===== src/rtl/core/kvcp_pkg.sv =====
// ----------------------------------------------------------------------------
// kvcp_pkg: shared types and constants of the key/value line parser
// Holds the transfer payload types of both channels and the record that
// carries the writes of one byte from the parser to the result queue.
// ----------------------------------------------------------------------------
package kvcp_pkg;

  localparam int VAL_MAX_DEFAULT = 16;

  localparam logic [1:0] TARGET_INKS = 2'd3;

  typedef struct packed {
    logic [7:0] text_byte;
    logic       end_of_buffer;
  } byte_t;

  typedef struct packed {
    logic [1:0] target;
    logic [4:0] position;
    logic [7:0] value;
    logic       last_of_run;
  } result_t;

  // Writes caused by one accepted byte: zero, one or two of them.
  typedef struct packed {
    logic [1:0] count;
    result_t    first;
    result_t    second;
  } push_t;

endpackage


===== src/rtl/core/kvcp_parser.sv =====
// ----------------------------------------------------------------------------
// kvcp_parser: per-byte parse state and write generation
// Updates the line/key/value state for each accepted byte and produces the
// string or ink table writes that the byte causes.
// ----------------------------------------------------------------------------
module kvcp_parser
  import kvcp_pkg::*;
#(
  parameter int VAL_MAX = VAL_MAX_DEFAULT
) (
  input  logic  clk,
  input  logic  rst,
  input  logic  accept,
  input  byte_t data,
  output push_t push
);

  localparam int CW = $clog2(VAL_MAX + 1);

  localparam logic [2:0] MODE_LINE = 3'd0;
  localparam logic [2:0] MODE_SKIP = 3'd1;
  localparam logic [2:0] MODE_KEY  = 3'd2;
  localparam logic [2:0] MODE_COPY = 3'd3;
  localparam logic [2:0] MODE_INKS = 3'd4;

  localparam logic [7:0] CHAR_CR    = 8'd13;
  localparam logic [7:0] CHAR_LF    = 8'd10;
  localparam logic [7:0] CHAR_HASH  = 8'h23;
  localparam logic [7:0] CHAR_COMMA = 8'h2C;
  localparam logic [7:0] CHAR_ZERO  = 8'h30;
  localparam logic [7:0] CHAR_NINE  = 8'h39;
  localparam logic [4:0] INK_CAP    = 5'd26;
  localparam logic [2:0] NPENS      = 3'd5;

  localparam logic [7:0][7:0] KEY_ICONS  = {"ICONS=", 16'h0000};
  localparam logic [7:0][7:0] KEY_FONT   = {"FONT=", 24'h000000};
  localparam logic [7:0][7:0] KEY_CURSOR = {"CURSOR=", 8'h00};
  localparam logic [7:0][7:0] KEY_INKS   = {"INKS=", 24'h000000};

  function automatic logic [7:0] key_char(input logic [1:0] k, input logic [2:0] p);
    logic [2:0] idx;
    idx = 3'd7 - p;
    case (k)
      2'd0:    key_char = KEY_ICONS[idx];
      2'd1:    key_char = KEY_FONT[idx];
      2'd2:    key_char = KEY_CURSOR[idx];
      default: key_char = KEY_INKS[idx];
    endcase
  endfunction

  function automatic logic [2:0] key_len(input logic [1:0] k);
    case (k)
      2'd0:    key_len = 3'd6;
      2'd1:    key_len = 3'd5;
      2'd2:    key_len = 3'd7;
      default: key_len = 3'd5;
    endcase
  endfunction

  function automatic logic [4:0] pos5(input logic [CW-1:0] cnt);
    logic [CW+4:0] ext;
    ext = {5'd0, cnt};
    pos5 = ext[4:0];
  endfunction

  logic [2:0]    mode, mode_next;
  logic [2:0]    key_position, key_position_next;
  logic [3:0]    key_candidates, key_candidates_next;
  logic [1:0]    value_target, value_target_next;
  logic [CW-1:0] copy_count, copy_count_next;
  logic [2:0]    pen_index, pen_index_next;
  logic [4:0]    ink_accumulator, ink_accumulator_next;
  logic          digit_seen, digit_seen_next;

  always_comb begin
    logic [7:0]    c;
    logic          eol;
    logic [3:0]    base_cand;
    logic [2:0]    base_pos;
    logic [3:0]    keep;
    logic          started;
    logic          do_key;
    logic [8:0]    prod;
    logic [CW-1:0] cnt_inc;
    logic          e1, e2, e3;
    result_t       d1, d2, d3;

    c   = data.text_byte;
    eol = (c == CHAR_CR) || (c == CHAR_LF);

    mode_next            = mode;
    key_position_next    = key_position;
    key_candidates_next  = key_candidates;
    value_target_next    = value_target;
    copy_count_next      = copy_count;
    pen_index_next       = pen_index;
    ink_accumulator_next = ink_accumulator;
    digit_seen_next      = digit_seen;

    e1 = 1'b0;
    e2 = 1'b0;
    e3 = 1'b0;
    d1 = '0;
    d2 = '0;
    d3 = '0;
    do_key    = 1'b0;
    base_cand = key_candidates;
    base_pos  = key_position;
    keep      = '0;
    started   = 1'b0;
    prod      = '0;
    cnt_inc   = copy_count + CW'(1);

    case (mode)
      MODE_LINE: begin
        if (eol) begin
          mode_next = MODE_LINE;
        end else if (c == CHAR_HASH) begin
          mode_next = MODE_SKIP;
        end else begin
          base_cand = 4'hF;
          base_pos  = 3'd0;
          do_key    = 1'b1;
        end
      end
      MODE_KEY: begin
        do_key = 1'b1;
      end
      MODE_COPY: begin
        if (c == 8'd0 || eol) begin
          e1 = 1'b1;
          d1 = '{target: value_target, position: pos5(copy_count), value: 8'd0,
                 last_of_run: 1'b0};
          mode_next = eol ? MODE_LINE : MODE_SKIP;
        end else begin
          e1 = 1'b1;
          d1 = '{target: value_target, position: pos5(copy_count), value: c,
                 last_of_run: 1'b0};
          copy_count_next = cnt_inc;
          if (cnt_inc >= CW'(VAL_MAX)) begin
            e2 = 1'b1;
            d2 = '{target: value_target, position: pos5(cnt_inc), value: 8'd0,
                   last_of_run: 1'b0};
            mode_next = MODE_SKIP;
          end
        end
      end
      MODE_INKS: begin
        if (c >= CHAR_ZERO && c <= CHAR_NINE) begin
          prod = {4'd0, ink_accumulator} * 9'd10 + {5'd0, c[3:0]};
          ink_accumulator_next = (prod > {4'd0, INK_CAP}) ? INK_CAP : prod[4:0];
          digit_seen_next = 1'b1;
        end else begin
          if (digit_seen) begin
            e1 = 1'b1;
            d1 = '{target: TARGET_INKS, position: {2'd0, pen_index},
                   value: {3'd0, ink_accumulator}, last_of_run: 1'b0};
          end
          digit_seen_next      = 1'b0;
          ink_accumulator_next = '0;
          if (eol) begin
            mode_next = MODE_LINE;
          end else if (c == CHAR_COMMA) begin
            pen_index_next = pen_index + 3'd1;
            if (pen_index + 3'd1 >= NPENS) begin
              mode_next = MODE_SKIP;
            end
          end else begin
            mode_next = MODE_SKIP;
          end
        end
      end
      default: begin
        if (eol) begin
          mode_next = MODE_LINE;
        end
      end
    endcase

    if (do_key) begin
      for (int k = 0; k < 4; k++) begin
        if (base_cand[k] && base_pos < key_len(2'(k)) && key_char(2'(k), base_pos) == c) begin
          keep[k] = 1'b1;
        end
      end
      key_candidates_next = keep;
      key_position_next   = base_pos + 3'd1;
      if (keep == 4'd0) begin
        mode_next = eol ? MODE_LINE : MODE_SKIP;
      end else begin
        mode_next = MODE_KEY;
        for (int k = 0; k < 4; k++) begin
          if (!started && keep[k] && key_len(2'(k)) == base_pos + 3'd1) begin
            started = 1'b1;
            if (2'(k) == TARGET_INKS) begin
              mode_next            = MODE_INKS;
              pen_index_next       = 3'd0;
              ink_accumulator_next = '0;
              digit_seen_next      = 1'b0;
            end else begin
              mode_next         = MODE_COPY;
              value_target_next = 2'(k);
              copy_count_next   = '0;
            end
          end
        end
      end
    end

    // The final byte flushes a pending value and returns to line start.
    if (data.end_of_buffer) begin
      if (mode_next == MODE_COPY) begin
        e3 = 1'b1;
        d3 = '{target: value_target_next, position: pos5(copy_count_next),
               value: 8'd0, last_of_run: 1'b0};
      end else if (mode_next == MODE_INKS && digit_seen_next) begin
        e3 = 1'b1;
        d3 = '{target: TARGET_INKS, position: {2'd0, pen_index_next},
               value: {3'd0, ink_accumulator_next}, last_of_run: 1'b0};
      end
      mode_next            = MODE_LINE;
      key_position_next    = 3'd0;
      key_candidates_next  = 4'hF;
      value_target_next    = 2'd0;
      copy_count_next      = '0;
      pen_index_next       = 3'd0;
      ink_accumulator_next = '0;
      digit_seen_next      = 1'b0;
    end

    // Pack the writes in order and flag the last one.
    push = '0;
    if (e1) begin
      push.first = d1;
      if (e2) begin
        push.second = d2;
        push.count  = 2'd2;
      end else if (e3) begin
        push.second = d3;
        push.count  = 2'd2;
      end else begin
        push.count = 2'd1;
      end
    end else if (e3) begin
      push.first = d3;
      push.count = 2'd1;
    end
    if (push.count == 2'd2) begin
      push.second.last_of_run = 1'b1;
    end else if (push.count == 2'd1) begin
      push.first.last_of_run = 1'b1;
    end
    if (!accept) begin
      push.count = 2'd0;
    end
  end

  always_ff @(posedge clk) begin
    if (rst) begin
      mode            <= MODE_LINE;
      key_position    <= 3'd0;
      key_candidates  <= 4'hF;
      value_target    <= 2'd0;
      copy_count      <= '0;
      pen_index       <= 3'd0;
      ink_accumulator <= '0;
      digit_seen      <= 1'b0;
    end else if (accept) begin
      mode            <= mode_next;
      key_position    <= key_position_next;
      key_candidates  <= key_candidates_next;
      value_target    <= value_target_next;
      copy_count      <= copy_count_next;
      pen_index       <= pen_index_next;
      ink_accumulator <= ink_accumulator_next;
      digit_seen      <= digit_seen_next;
    end
  end

endmodule


===== src/rtl/core/kvcp_queue.sv =====
// ----------------------------------------------------------------------------
// kvcp_queue: four-entry result queue
// Takes up to two writes per cycle and presents them one per transfer.
// ----------------------------------------------------------------------------
module kvcp_queue
  import kvcp_pkg::*;
(
  input  logic    clk,
  input  logic    rst,
  input  push_t   push,
  output logic    full,
  output logic    valid,
  input  logic    stall,
  output result_t data
);

  result_t    mem [4];
  logic [1:0] wr_ptr, rd_ptr;
  logic [2:0] count, count_next;
  logic       pop;

  assign valid = (count != 3'd0);
  assign data  = mem[rd_ptr];
  assign pop   = valid && !stall;
  // Room for two entries must be there before a byte is taken.
  assign full  = (count > 3'd2);

  always_comb begin
    count_next = count + {1'b0, push.count} - {2'd0, pop};
  end

  always_ff @(posedge clk) begin
    if (push.count != 2'd0) begin
      mem[wr_ptr] <= push.first;
    end
    if (push.count == 2'd2) begin
      mem[wr_ptr + 2'd1] <= push.second;
    end
  end

  always_ff @(posedge clk) begin
    if (rst) begin
      wr_ptr <= 2'd0;
      rd_ptr <= 2'd0;
      count  <= 3'd0;
    end else begin
      wr_ptr <= wr_ptr + push.count;
      rd_ptr <= rd_ptr + {1'b0, pop};
      count  <= count_next;
    end
  end

endmodule


===== src/rtl/core/key_value_config_line_parser.sv =====
// ----------------------------------------------------------------------------
// key_value_config_line_parser: streaming key/value configuration parser
// Reads configuration text one byte per transfer and emits string and ink
// table writes for the ICONS=, FONT=, CURSOR= and INKS= keys.
// ----------------------------------------------------------------------------
// Usage:
//   The byte channel (byte_valid, byte_stall, byte_data) carries one text
//   byte per transfer; end_of_buffer marks the final byte of the buffer.
//   The result channel (result_valid, result_stall, result_data) carries one
//   write per transfer; last_of_run marks the final write that a byte caused.
//   A byte causes zero, one or two writes.
//   A write is registered into the result queue when the byte that caused
//   it is transferred, and it is offered once the writes ahead of it are out.
//   Throughput: one byte per cycle while the receiver keeps up. The output
//   port drains one write per cycle, so bytes that cause two writes take two
//   transfers on the result side; the four-entry result queue absorbs this and
//   byte_stall rises only when fewer than two entries are free.
//   When the receiver stalls, queued writes hold and the parser keeps taking
//   bytes until the queue runs short of room.
//   Reset clears the parse state to line start with all keys possible and
//   empties the result queue.
// ----------------------------------------------------------------------------
module key_value_config_line_parser
  import kvcp_pkg::*;
#(
  parameter int VAL_MAX = VAL_MAX_DEFAULT
) (
  input  logic    clk,
  input  logic    rst,
  input  logic    byte_valid,
  output logic    byte_stall,
  input  byte_t   byte_data,
  output logic    result_valid,
  input  logic    result_stall,
  output result_t result_data
);

  logic  accept;
  push_t push;
  logic  queue_full;

  // A byte transfer happens when the queue has room for both possible writes.
  assign byte_stall = queue_full;
  assign accept     = byte_valid && !queue_full;

  // Parse state and write generation; all work for a byte is done in the
  // cycle it is transferred, so the parser never holds a byte back.
  kvcp_parser #(
    .VAL_MAX(VAL_MAX)
  ) u_parser (
    .clk   (clk),
    .rst   (rst),
    .accept(accept),
    .data  (byte_data),
    .push  (push)
  );

  // Result queue decouples the two channels and spreads paired writes.
  kvcp_queue u_queue (
    .clk  (clk),
    .rst  (rst),
    .push (push),
    .full (queue_full),
    .valid(result_valid),
    .stall(result_stall),
    .data (result_data)
  );

endmodule


===== config.mk =====
export PLATFORM = sky130hd
export DESIGN_NAME = key_value_config_line_parser
export DESIGN_NICKNAME = d
export VERILOG_FILES = /design/src/rtl/core/kvcp_pkg.sv /design/src/rtl/core/kvcp_parser.sv /design/src/rtl/core/kvcp_queue.sv /design/src/rtl/core/key_value_config_line_parser.sv
export SDC_FILE = /design/constraint.sdc
export NUM_CORES = 1
export LEC_CHECK = 0
export BUFFER_PORTS_ARGS = -buffer_cell sky130_fd_sc_hd__buf_2
export CORE_MARGIN = 5
export CORE_UTILIZATION = 63
export DETAILED_ROUTE_END_ITERATION = 8
export GPL_ROUTABILITY_DRIVEN = 0
export HOLD_SLACK_MARGIN = 0.03
export PLACE_DENSITY = 0.82
export SLEW_MARGIN = 20
export SYNTH_ARGS = -nofsm -noshare
export SYNTH_HDL_FRONTEND = slang
export SYNTH_SLANG_ARGS = --single-unit
export TNS_END_PERCENT = 100

===== constraint.sdc =====
create_clock -name clk -period 7 [get_ports clk]
set_input_delay 0.7 -clock clk [delete_from_list [all_inputs] [get_ports clk]]
set_output_delay 0.7 -clock clk [all_outputs]
set_load 0.01 [all_outputs]

==> impl_metrics.yaml, run 1 <==
global_route:
  antenna_found_initial: 0
  grt_pass1_wl_um: 29500
  grt_max_degree: 34
  groute.usage.overall: 0.286
  first_global_vias: 5775
  grt_overflow_total: 0
worst_setup_path:
  cp_max_fo: 17
  crit_type: "in -> reg"
  end_kind: "flip-flop"
  start_kind: "input port"
  arrival_ps: 6260
  cp.required_ps: 7270
synthesis:
  yosys-top-cells-area: "edfxtp_1 23%, dfxtp_1 14%, mux4_2 5.4%"
  synth_top_area_cell: "edfxtp_1"
  ys_seq_area_frac: 0.369
  yosysUniqueCellTypes: 79
  netlist.area_leader.share: 0.234
  synthArstFlopShare: 0
  avgSynthCellArea_um2: 9.15
  ys.warnings.count: 0
  synth_edf_count: 52
  syn_inst: 729
  synth-seq-cells: 97
  synth-main-ff-cell: "edfxtp_1"
  syn_area_um2: 6670
  syn-num-nets: 770
die:
  io_pins: 31
  die_y_um: 113
  dieArea_um2: 12700
  start_util: 0.646
  core_area_um2: 10300
  die_w_um: 113
  rows: 37
cts:
  clock_path_buffers: 2
  clk_latency_ps: 400
  cts.sinks: 97
  hold_buffers: 0
  cts.repair.resized: 0
  cts-root-buf: "clkbuf_8"
  postCtsSetupRepairBufs: 0
  h-tree-depth: 3
  cts_tree: "yes"
  cts_buffers: 9
  path_clk_slew_ps: 110
layout:
  layout.nets: 766
  syn_to_final_growth_pct: 4.88
  final_common_cell: "nor2_1"
  layout_common_cells: "72 x nor2_1, 63 x a21oi_1, 52 x edfxtp_1, 44 x o21ai_0, 44 x dfxtp_1"
  drive_gt1_frac: 0.127
  num_antenna_cells: 0
  fillers: 815
pwr:
  power_mw: 1.33
  ir_drop_v: 0.000193
  power.leakage_nw: 2.38
  powerDensity_nw_per_um2: 189
placement:
  port-buffer-count: 30
  dp_slack_ps: 686
  dpl.hpwl_um: 13100
sta:
  finalMaxSlewViolations: 0
  fin_skew_ps: 14.1
  fin_crit_sh: 0.856
  hold_violations: 0
  rsz0062_at_grt: "no"
  period_minus_slack_ps: 5990
  worst_pin_slew_ps: 890
  tns_ps: 0
  final.setup.worst_slack_ps: 1010
  relSlewSlack: 0.407
  fmax_ghz: 0.167
  setup_viol: 0
drt:
  drtPass1Iterations: 6
  drt_iter0_drc: 616
  via_per_inst: 6.97
  vias: 6038
  wl_per_cell_um: 21.1
  ant_nets: 0
  drt_wl_total_um: 18300
  drc_errors: 0
min_path:
  hp-class: "reg -> reg"
flow_run:
  cap_viol_max_count: 0
outcome:
  outcome: "finished, final reports clean"
[critical path, stage by stage]
cell and delay [ps]:
buf_2 310, or4b_1 630, o21a_1 260, nand2_2 100, nand2_1 140, ha_1 430
o21ai_0 240, a21oi_1 60, o32a_1 340, a2111oi_4 450, and4_4 340, nor4b_4 70
o31ai_4 380, nand3_1 290, nand2_1 240, nand2_1 80, ha_1 340, fa_1 450
xnor2_1 220, xnor2_1 140, nor2_1 60
[synthesized netlist by cell type (all sizes together) (3+ instances only)]
cell and n:
a211oi 10, a21oi 64, a221oi 3, a222oi 3
a22o 9, a22oi 12, a31oi 6, and2 13
and3 11, and4 3, buf 17, clkbuf 34
dfxtp 45, edfxtp 52, fa 3, ha 25
inv 25, mux2i 5, mux4 16, nand2 44
nand2b 13, nand3 27, nand3b 3, nand4 10
nor2 72, nor2b 6, nor3 13, nor3b 6
nor4 4, nor4b 3, o211a 3, o211ai 8
o21a 4, o21ai 55, o21bai 3, o22ai 19
o31ai 5, o32ai 10, or2 8, or3 9
xnor2 14, xor2 6
[per-stage QoR]
step	util	instance area (um^2)	hold WS [ps]	std cells
after floorplan	-	6670	451	729
after global placement	0.658	6790	458	850
after detailed placement	0.658	6790	467	850
after CTS	0.678	7000	480	866
after global routing	0.678	7000	511	866
final	0.678	7000	487	866
[state kept, by name, indices dropped and copies added, names as in the netlist, 3 cells and up]
register	flops
u_parser.ink_accumulator	5
u_parser.key_position	3
u_queue.count	3
u_parser.pen_index	3
u_queue.mem	64
u_parser.mode	3
u_parser.key_candidates	4
u_parser.copy_count	5
[final cells by class]
type	instances	area (um^2)	share of cell area
sequential	97	2460	0.352
timing repair buffer	36	195	0.0279
clock inverter	7	78.8	0.0113
tap	136	170	0.0243
clock buffer	9	124	0.0177
inverter	25	93.8	0.0134
multi-input combinational	556	3870	0.553
[logic make-up after synthesis]
logic type	synth area share
buffers and inverters	0.0506
and+or+nand+nor	0.199
muxes	0.0615
xor gates and xnor gates	0.0263
AOI/OAI and AO/OA	0.238
adders and majority gates	0.0559
DFF	0.369
[per-layer routing]
layer / up-vias / global-route usage / share of wire
met4: 0 / 0.138 / 0.040
met2: 390 / 0.475 / 0.49
met3: 67 / 0.0561 / 0.092
met5: - / 0 / 0
li1: 2748 / - / -
met1: 2833 / 0.359 / 0.38
[where the power goes]
group / switching [mW] / total, mW / internal, mW
clock: 0.230 / 0.374 / 0.144
sequential: 0.0398 / 0.651 / 0.611
combinational: 0.175 / 0.301 / 0.127
[worst paths after layout]
kind,start,to,slack [ps],cells past startpoint
max,byte_data[6],u_queue.count[2]$_SDFF_PP0_,1010,21
max reg2reg,u_parser.mode[1]$_SDFFE_PP0P_,u_queue.count[2]$_SDFF_PP0_,1270,22
min reg2reg,u_queue.mem[2][8]$_SDFFE_PP0N_,u_queue.mem[2][8]$_SDFFE_PP0N_,490,2
min,u_queue.mem[2][8]$_SDFFE_PP0N_,u_queue.mem[2][8]$_SDFFE_PP0N_,490,2
No activity file was read; power rests on OpenSTA's default activity.
==> run 2: changes to the inputs <==
--- a/config.mk
+++ b/config.mk
@@ -12,6 +12,7 @@
 export GPL_ROUTABILITY_DRIVEN = 0
 export HOLD_SLACK_MARGIN = 0.03
 export PLACE_DENSITY = 0.82
+export RECOVER_POWER = 25
 export SLEW_MARGIN = 20
 export SYNTH_ARGS = -nofsm -noshare
 export SYNTH_HDL_FRONTEND = slang
==> impl_metrics.yaml, run 2 (same netlist as run 1, synthesis figures left out) <==
worst_setup_path:
  end_kind: "flip-flop"
  start_kind: "input port"
  cp-startpoint: "byte_data[6]"
  crit_type: "in -> reg"
  cp.required_ps: 6980
  reg2reg_slack_ps: 810
  cp-endpoint: "u_queue.mem[3][4]$_DFFE_PP_"
  reg2reg_depth: 15
  arrival_ps: 6500
  rr_startpoint: "u_parser.mode[1]$_SDFFE_PP0P_"
  r2r_end: "u_queue.mem[3][4]$_DFFE_PP_"
  cp_max_fo: 17
drt:
  drt_wl_total_um: 18300
  wl_per_cell_um: 21.1
  drc_errors: 0
  via_per_inst: 7.03
  vias: 6092
  drtPass1Iterations: 6
  ant_nets: 0
  drt_iter0_drc: 575
cts:
  path_clk_slew_ps: 100
  clock_path_buffers: 2
  postCtsSetupRepairBufs: 0
  clk_latency_ps: 390
  h-tree-depth: 3
  hold_buffers: 0
  cts-root-buf: "clkbuf_8"
  cts_tree: "yes"
  cts.repair.resized: 0
  cts_buffers: 9
  cts.sinks: 97
sta:
  fin_skew_ps: 12.6
  relSlewSlack: 0.253
  fmax_ghz: 0.153
  finalMaxSlewViolations: 0
  setup_viol: 0
  tns_ps: 0
  holdWs_ps: 485
  hold_violations: 0
  fin_crit_sh: 0.932
  rsz0062_at_grt: "no"
  period_minus_slack_ps: 6520
  worst_pin_slew_ps: 1120
die:
  start_util: 0.646
  core_area_um2: 10300
  rows: 37
  io_pins: 31
  die_w_um: 113
  die_y_um: 113
  dieArea_um2: 12700
layout:
  drive_gt1_frac: 0.0986
  largest_reg_flops: 64
  fillers: 827
  num_antenna_cells: 0
  finalNonFillerCells: 866
  layout_common_cells: "72 x nor2_1, 63 x a21oi_1, 52 x edfxtp_1, 45 x o21ai_0, 45 x dfxtp_1"
  layout.nets: 766
  fin_util: 0.674
  final_common_cell: "nor2_1"
  syn_to_final_growth_pct: 4.29
  reg_top3: "u_queue.mem (64), u_parser.copy_count (5), u_parser.ink_accumulator (5)"
  largest_register: "u_queue.mem"
global_route:
  first_global_vias: 5775
  grt_max_degree: 34
  grt_pass1_wl_um: 29500
  antenna_found_initial: 0
  groute.usage.overall: 0.286
  grt_overflow_total: 0
pwr:
  ir_drop_v: 0.000192
  power.leakage_nw: 2.33
  powerDensity_nw_per_um2: 190
outcome:
  outcome: "finished, final reports clean"
min_path:
  hp-class: "reg -> reg"
placement:
  port-buffer-count: 30
  dp.cells: 850
  dpl.hpwl_um: 13100
flow_run:
  cap_viol_max_count: 0
[run 2: cell type report]
cell class                 count  area (um^2)  area share
clock buffer                   9          124      0.0178
clock inverter                 7         78.8      0.0113
inverter                      25         93.8      0.0135
multi-input combinational    556         3850       0.554
sequential                    97         2460       0.354
tap                          136          170      0.0245
timing repair buffer          36          174      0.0250
[run 2: through the flow]
step | cell area, um^2 | setup slack, ps | total power [mW]
floorplan | 6670 | 1350 | 0.873
CTS | 7000 | 1100 | 1.33
global route | 6960 | 354 | 1.38
global placement | 6790 | 989 | 0.949
finish | 6960 | 476 | 1.32
detailed placement | 6790 | 686 | 0.962
[run 2: how the worst min path moves through the flow]
stage | end | from | depth (start not counted) | slack, ps
floorplan | u_queue.mem[1][6]$_SDFFE_PP0N_ | u_queue.mem[1][6]$_SDFFE_PP0N_ | 2 | 450
global placement | u_queue.mem[0][8]$_SDFFE_PP0P_ | u_queue.mem[0][8]$_SDFFE_PP0P_ | 2 | 460
detailed placement | u_queue.mem[0][8]$_SDFFE_PP0P_ | u_queue.mem[0][8]$_SDFFE_PP0P_ | 2 | 470
CTS | u_queue.mem[0][8]$_SDFFE_PP0P_ | u_queue.mem[0][8]$_SDFFE_PP0P_ | 2 | 480
global route | u_queue.mem[1][8]$_SDFFE_PP0N_ | u_queue.mem[1][8]$_SDFFE_PP0N_ | 2 | 510
finish | u_queue.mem[2][8]$_SDFFE_PP0N_ | u_queue.mem[2][8]$_SDFFE_PP0N_ | 2 | 490
[run 2: power breakdown]
group          internal, mW  switching, mW  leakage (nW)  total (mW)
Combinational         0.121          0.174          1.39       0.295
Clock                 0.144          0.234         0.104       0.378
Sequential            0.610         0.0401         0.836       0.650
[run 2: layer usage]
| metal | up-vias | track usage | share of wire |
|---|---|---|---|
| met4 | 0 | 0.138 | 0.041 |
| met2 | 391 | 0.475 | 0.49 |
| met3 | 79 | 0.0561 | 0.091 |
| li1 | 2749 | - | - |
| met5 | - | 0 | 0 |
| met1 | 2873 | 0.359 | 0.38 |
[run 2: critical path: stages]
cell	delay, ps
buf_2	310
or4b_1	630
o21a_1	250
nand2_1	130
nand2_1	150
inv_1	200
ha_1	260
o211ai_1	110
o2bb2ai_1	330
nor3_1	90
o221a_2	330
and4_4	210
o31ai_1	870
o211ai_2	370
and3_1	340
o21ai_0	590
nand2_1	610
